==> src/hw/rtl/pfsb_pkg.sv <==
package pfsb_pkg;

	localparam int PIX_PER_BYTE = 8;

	// Input tdata layout, lowest bit first.
	localparam int SPRITE_LSB   = 0;
	localparam int DEST_COL_LSB = 8;
	localparam int TOP_ROW_LSB  = 18;
	localparam int VALID_LSB    = 28;
	localparam int RD_PAGE_LSB  = 32;
	localparam int RD_COL_LSB   = 35;
	localparam int RD_CLEAR_BIT = 42;

	localparam int S_TDATA_W = 48;
	localparam int S_TUSER_W = 1;
	localparam int M_TDATA_W = 16;

	localparam logic REQ_PLACE = 1'b0;
	localparam logic REQ_READ  = 1'b1;

	typedef enum logic [5:0] {
		ST_CLEAR = 6'b000001,
		ST_IDLE  = 6'b000010,
		ST_RD0   = 6'b000100,
		ST_WR0   = 6'b001000,
		ST_WR1   = 6'b010000,
		ST_OUT   = 6'b100000
	} ctrl_state_t;

	typedef struct packed {
		logic capture;
		logic clr_we;
		logic rd_en;
		logic rd_sel1;
		logic wr0;
		logic wr1;
		logic load_out;
	} ctrl_cmd_t;

	typedef struct packed {
		logic clr_last;
		logic is_read;
		logic out_busy;
	} dp_status_t;

endpackage

==> src/hw/rtl/pfsb_ctrl.sv <==
module pfsb_ctrl (
	input  logic                   clk,
	input  logic                   arst_n,
	input  logic                   in_valid,
	output logic                   in_ready,
	input  pfsb_pkg::dp_status_t   status,
	output pfsb_pkg::ctrl_cmd_t    cmd
);

	pfsb_pkg::ctrl_state_t state_q;
	pfsb_pkg::ctrl_state_t state_d;

	always_ff @(posedge clk or negedge arst_n) begin
		if (!arst_n) begin
			state_q <= pfsb_pkg::ST_CLEAR;
		end else begin
			state_q <= state_d;
		end
	end

	always_comb begin
		state_d = state_q;
		case (state_q)
			pfsb_pkg::ST_CLEAR: begin
				if (status.clr_last) begin
					state_d = pfsb_pkg::ST_IDLE;
				end
			end
			pfsb_pkg::ST_IDLE: begin
				if (in_valid) begin
					state_d = pfsb_pkg::ST_RD0;
				end
			end
			pfsb_pkg::ST_RD0: state_d = pfsb_pkg::ST_WR0;
			pfsb_pkg::ST_WR0: begin
				state_d = status.is_read ? pfsb_pkg::ST_OUT : pfsb_pkg::ST_WR1;
			end
			pfsb_pkg::ST_WR1: state_d = pfsb_pkg::ST_OUT;
			pfsb_pkg::ST_OUT: begin
				if (!status.out_busy) begin
					state_d = pfsb_pkg::ST_IDLE;
				end
			end
			default: state_d = pfsb_pkg::ST_CLEAR;
		endcase
	end

	assign in_ready = (state_q == pfsb_pkg::ST_IDLE);

	always_comb begin
		cmd.capture  = (state_q == pfsb_pkg::ST_IDLE) && in_valid;
		cmd.clr_we   = (state_q == pfsb_pkg::ST_CLEAR);
		// A read request must keep its data word, so the second read is for places only.
		cmd.rd_en    = (state_q == pfsb_pkg::ST_RD0)
			|| ((state_q == pfsb_pkg::ST_WR0) && !status.is_read);
		cmd.rd_sel1  = (state_q == pfsb_pkg::ST_WR0);
		cmd.wr0      = (state_q == pfsb_pkg::ST_WR0);
		cmd.wr1      = (state_q == pfsb_pkg::ST_WR1);
		cmd.load_out = (state_q == pfsb_pkg::ST_OUT) && !status.out_busy;
	end

endmodule

==> config.mk <==
export PLATFORM = sky130hd
export DESIGN_NAME = pfsb_ctrl
export DESIGN_NICKNAME = d
export VERILOG_FILES = /design/src/hw/rtl/pfsb_pkg.sv /design/src/hw/rtl/pfsb_ctrl.sv
export SDC_FILE = /design/constraint.sdc
export NUM_CORES = 1
export LEC_CHECK = 0
export BUFFER_PORTS_ARGS = -buffer_cell sky130_fd_sc_hd__buf_2
export CORE_AREA = 2 2 39 41
export DETAILED_ROUTE_END_ITERATION = 16
export DIE_AREA = 0 0 41 43
export PLACE_DENSITY = 0.65
export SYNTH_ARGS = -nofsm -noshare
export SYNTH_HDL_FRONTEND = slang
export SYNTH_SLANG_ARGS = --single-unit
==> constraint.sdc <==
create_clock -name clk -period 1.8 [get_ports clk]
set_input_delay 0.18 -clock clk [delete_from_list [all_inputs] [get_ports clk]]
set_output_delay 0.18 -clock clk [all_outputs]
set_load 0.005 [all_outputs]
==> metrics.txt, run 1 <==
Iter 0 DRT Violations=1; CTS tree=yes; num ports=14; status=complete, but fails checks; Hold Path Class=primary input to register; H-Tree Depth=1; CP required=1.62 ns; leak pwr=0.3465 nW; clock root buffer=clkbuf_4; Worst Hold Slack=0.1036 ns; DIE AREA=0.001763 sq mm; clock latency on the worst-skew pair=0.24 ns; Reg with most FFs=state_q; gr ovfl total=0; Max clock buf depth=2; Nets=75; RSZ-0062 raised after global routing=yes; port buffer count=13; syn_nets=45; Hold Vio Cnt, Final=0; Critical Path End Type=output port; drt drc=0; vias in the first global route=411; final-layout fill cell count=150; WS Path Type=register to output port; Slew headroom=83.96%; row cnt=14; CTS sink count=6; Max FO, Critical Path=3; Max Clock Skew=0.003659 ns; Synth Register Bits=6; area grow syn2layout=61.02%; Pins Over Slew Limit=0; min Tclk post-route=1.999 ns; Worst-path clk slew=0.05 ns; Max Cap Viol=0; warnings from Yosys=0; Post-Syn Area per Cell=10.04 sq um; Initial Util=28.30%; routability cong.=0.6336; Detailed Place HPWL=722.7 microns; largest net degree at the start of global routing=9; ratio of cells with drive above 1 in the final layout=54.41%; die width=41 microns; CORE AREA=0.001384 sq mm; Final WS setup=-0.1993 ns; Post-synth ARST share=100.0%; fin crit share=111.1%; final WL=977 microns; post-route ant nets=0; drt pass-1 iters=2; Main synth FF type=dfrtp_1; Die Y=43 microns; Via-to-Cell Ratio=4.726; Seq/Total Area, Yosys=38.66%; Worst VDD drop=0.0005201 V; global-route wire length before repair=1642 microns; via count=397; Post-synth EDFFs=0; top flop regs=state_q (6); Fin Setup TNS=-0.4224 ns; Final setup viols=3; synthesized area=391.6 sq um; power per cell area=1142 mW/mm^2; Worst R2R Path Depth=5; initial antenna violation count=0; max frequency=500.2 MHz; Hold Crit Depth=2; Diodes inserted=0; Worst-Margin Slew=0.2401 ns; CP arrival=1.82 ns; post-synth cell types=28; TritonCTS buffer count=3; drt wl/cell=11.63 microns; CP startpoint kind=register; Syn Inst Count=39; failing checks=setup timing; GRT Util Overall=14.30%; max reg flops=6
final timing paths:
path,from,endpoint,slack (ns)
max,state_q[5],cmd[4],-0.20
min,status[2],state_q[0],0.10
max reg2reg,state_q[5],state_q[5],0.15
min reg2reg,state_q[0],state_q[0],0.60
max in group asynchronous,arst_n,state_q[0],1.27
min in group asynchronous,arst_n,state_q[1],0.30
what timing repair did:
item | 4_1_cts | 5_1_grt
pin swaps | 2 | 4
setup buffers | 3 | 3
gates resized for setup | 2 | 5
hold buffers | 1 | 0
hold endpoints to repair | 6 | 0
endpoints found under the setup margin | 4 | 5
cell families (layout without fill, tap and decap cells):
| group | after synthesis | after routing | synth area share [%] |
|---|---|---|---|
| compound gates | 9 | 9 | 17.57 |
| xor+xnor | 1 | 1 | 2.237 |
| buf+inv | 5 | 34 | 7.668 |
| flops | 6 | 6 | 38.66 |
| simple gates | 18 | 18 | 33.87 |
report_power, final:
part	switching [mW]	internal, mW
clock network	0.0457	0.0838
logic	0.156	0.225
registers	0.0335	0.177
metal layers:
metal / vias to the layer above / global-route usage [%] / part of all wire, %
li1: 202 / - / -
met1: 187 / 15.95 / 40
met2: 8 / 22.50 / 55
met3: 0 / 4.712 / 4.2
met4: 0 / 8.000 / 0
met5: - / 0 / 0
synth_stat cells (2+ instances only):
master	n	area (sq um)
dfrtp_1	5	125.1
nor3b_1	2	15.01
nor2_1	2	7.510
inv_1	2	7.510
and2_1	2	12.51
o21ai_0	2	10.01
nor3_1	2	10.01
nand3b_1	2	15.01
critical path, cell delays in order, from the launching register on:
cell	delay (ns)
dfrtp_1	0.38
or4_4	0.54
or3b_4	0.40
o21bai_1	0.14
buf_2	0.13
final cells by class:
cell class	instances	area, sq um	share of cell area, %
Inverter	3	11.26	1.786
Timing Repair Buffer	27	182.7	28.97
Clock buffer	4	26.28	4.167
Tap cell	16	20.02	3.175
Multi-Input combinational cell	28	239.0	37.90
Sequential cell	6	151.4	24.01
stage by stage:
stage               cells  total power, mW  utilization (%)  cell area, sq um  setup WS [ns]
CTS                    81           0.6922            42.04             581.8        -0.1973
global placement       73           0.5024            36.89             510.5         0.1084
global route           84           0.7875            45.57             630.6        -0.2715
detailed placement     73           0.5079            36.89             510.5        0.07397
floorplan              39           0.4004                -             391.6        0.05807
finish                 84           0.7200            45.57             630.6        -0.1993
layout by cell type, fill, tap and decap left out, types with 2 or more instances in the layout:
master	n
nor3b_1	2
buf_2	12
clkbuf_4	3
buf_6	2
dfrtp_1	5
nor2_1	2
nor3_1	2
and2_1	2
buf_4	12
or4_4	2
nand3b_1	2
o21ai_0	2
inv_1	2
Power figures use the tool's default switching activity.
==> inputs of run 2 (changes only) <==
--- a/config.mk
+++ b/config.mk
@@ -9,7 +9,7 @@
 export CORE_AREA = 2 2 39 41
 export DETAILED_ROUTE_END_ITERATION = 16
 export DIE_AREA = 0 0 41 43
-export PLACE_DENSITY = 0.65
+export PLACE_DENSITY = 0.54
 export SYNTH_ARGS = -nofsm -noshare
 export SYNTH_HDL_FRONTEND = slang
 export SYNTH_SLANG_ARGS = --single-unit
==> run 2 against run 1 <==
The flow still finishes with violations (setup timing). Combinational power is 8.4% higher. Non-clock buffer count is 2 lower. Sequential cell count unchanged. Critical path depth is the same. Sequential share of layout area grew 0.39 points. First-iteration DRC count grew to 3.0 times the previous value. Via count is 0.76% higher. Clock skew up 0.0031 ns. Critical endpoint unchanged. Largest power group unchanged.
==> metrics.txt, run 2 (synthesis results as in run 1) <==
status=complete, but fails checks; failing checks=setup timing; DIE AREA=0.001763 sq mm (unchanged); commonest non-fill, non-tap cell in the layout=buf_2; Slew headroom=81.84% (-2.1 points); RSZ-0062 raised after global routing=yes; Pins Over Slew Limit=0 (unchanged); slowest cell on the critical path=or4_4; WS Path Type=register to output port; clock root buffer=clkbuf_4; Max clock buf depth=2 (unchanged); leak pwr=0.3373 nW (-2.7%); Final setup viols=4 (+1); placed inst area=510.5 sq um (unchanged); pre-CTS worst setup slack=0.07952 ns (+0.005556 ns); Via-to-Cell Ratio=4.878 (+3.2%); H-Tree Depth=1 (unchanged); Hold Path Class=primary input to register; Iter 0 DRT Violations=3 (+2); CP bufs+invs=1 (unchanged); Initial Util=28.30% (unchanged); delay-heaviest family, CP=simple AND/OR/NAND/NOR gates; Pwr Total=754.0 uW (+4.7%); CP required=1.62 ns (about the same); Critical Path End Type=output port; Max Cap Viol=0 (unchanged); CP peak stage delay=0.53 ns (about the same); clock latency on the worst-skew pair=0.24 ns (about the same); ratio of cells with drive above 1 in the final layout=54.55% (+0.13 points); Final WS setup=-0.1973 ns (+0.001978 ns); final WL=1023 microns (+4.7%); Worst-path clk slew=0.05 ns (about the same); Worst Hold Slack=0.1183 ns (+0.01470 ns); critical path launch point=state_q[5]; design area=620.6 sq um (-1.6%); final core occ=44.85% (-0.72 points); max frequency=500.7 MHz (about the same); Die Y=43 microns (unchanged); Diodes inserted=0 (unchanged); Max FO, Critical Path=3 (unchanged); GRT Util Overall=13.36% (-0.94 points); row cnt=14 (unchanged); Post-Layout Cell Count=82 (-2.4%); Nets=73 (-2.7%); CP arrival=1.82 ns (about the same); CTS tree=yes; Fin Setup TNS=-0.4531 ns (-0.03066 ns); area grow syn2layout=58.47%; Worst VDD drop=0.0005020 V (-3.5%); Worst-Margin Slew=0.2716 ns (+0.03148 ns); initial antenna violation count=0 (unchanged); Hold Vio Cnt, Final=0 (unchanged); power per cell area=1215 mW/mm^2 (+6.4%); port buffer count=13 (unchanged); post-route ant nets=0 (unchanged); fin crit share=111.0% (about the same); CORE AREA=0.001384 sq mm (unchanged); Placed Cells=73 (unchanged); crit-path cells=or4_4 -> or3b_4 -> o21bai_1 -> buf_2; min Tclk post-route=1.997 ns (-0.001978 ns); top flop regs=state_q (6); global-route wire length before repair=1511 microns (-8.0%); max reg flops=6 (unchanged); CTS sink count=6 (unchanged); TritonCTS buffer count=3 (unchanged); Min-Delay Startpoint=status[1]; R2R Path Start=state_q[1]; most frequent cells in the layout=buf_2, buf_4, dfrtp_1; via count=400 (+0.76%); die width=41 microns (unchanged); CP startpoint kind=register; drt pass-1 iters=4 (+2); gr ovfl total=0 (unchanged); drt drc=0 (unchanged); drt wl/cell=12.48 microns (+7.3%); vias in the first global route=372 (-9.5%); largest net degree at the start of global routing=9 (unchanged); routability cong.=0.6942 (+9.6%); Reg with most FFs=state_q; Max Clock Skew=0.006732 ns (+0.003073 ns); Detailed Place HPWL=722.6 microns (about the same); num ports=14 (unchanged)
run 2: cell types whose count changed in the layout (fill, tap and decap cells not counted), sizes merged:
cell  delta
buf      -2
run 2: power breakdown:
part | internal (mW) | switching (mW) | total (mW) | leakage (nW)
registers | 0.177 | 0.0351 | 0.212 | 0.0791
clock network | 0.0838 | 0.0454 | 0.129 | 0.0150
logic | 0.237 | 0.177 | 0.413 | 0.243
run 2: worst paths after layout:
path / end / slack, ns / cells after the start
setup / recovery: cmd[4] / -0.20 / 4
hold / removal: state_q[4] / 0.12 / 2
setup reg to reg: state_q[1] / 0.10 / 6
hold reg to reg: state_q[0] / 0.61 / 2
max in group asynchronous: state_q[0] / 1.29 / 2
min in group asynchronous: state_q[5] / 0.29 / 2
run 2: timing repair:
item | in CTS | in global routing
pin swaps | 3 | 1
resized for setup | 4 | 5
setup endpoints to repair | 4 | 7
hold buffers | 1 | 0
buffers inserted | 4 | 0
hold endpoints to repair | 6 | 0
run 2: layout make-up:
class	instances	area, sq um
clock buffers	4	26.28
fillers	141	763.2
inverters	3	11.26
multi-input cells	28	246.5
flip-flops and latches	6	151.4
well taps	16	20.02
repair buffers	25	165.2
run 2: routing by layer:
metal	wire length [microns]	track usage (%)	part of all wire [%]	vias to the layer above
li1	-	-	-	199
met1	445	15.84	43	193
met2	548	19.69	54	6
met3	21	3.141	2.1	2
met4	8	10.00	0.78	0
met5	0	0	0	-
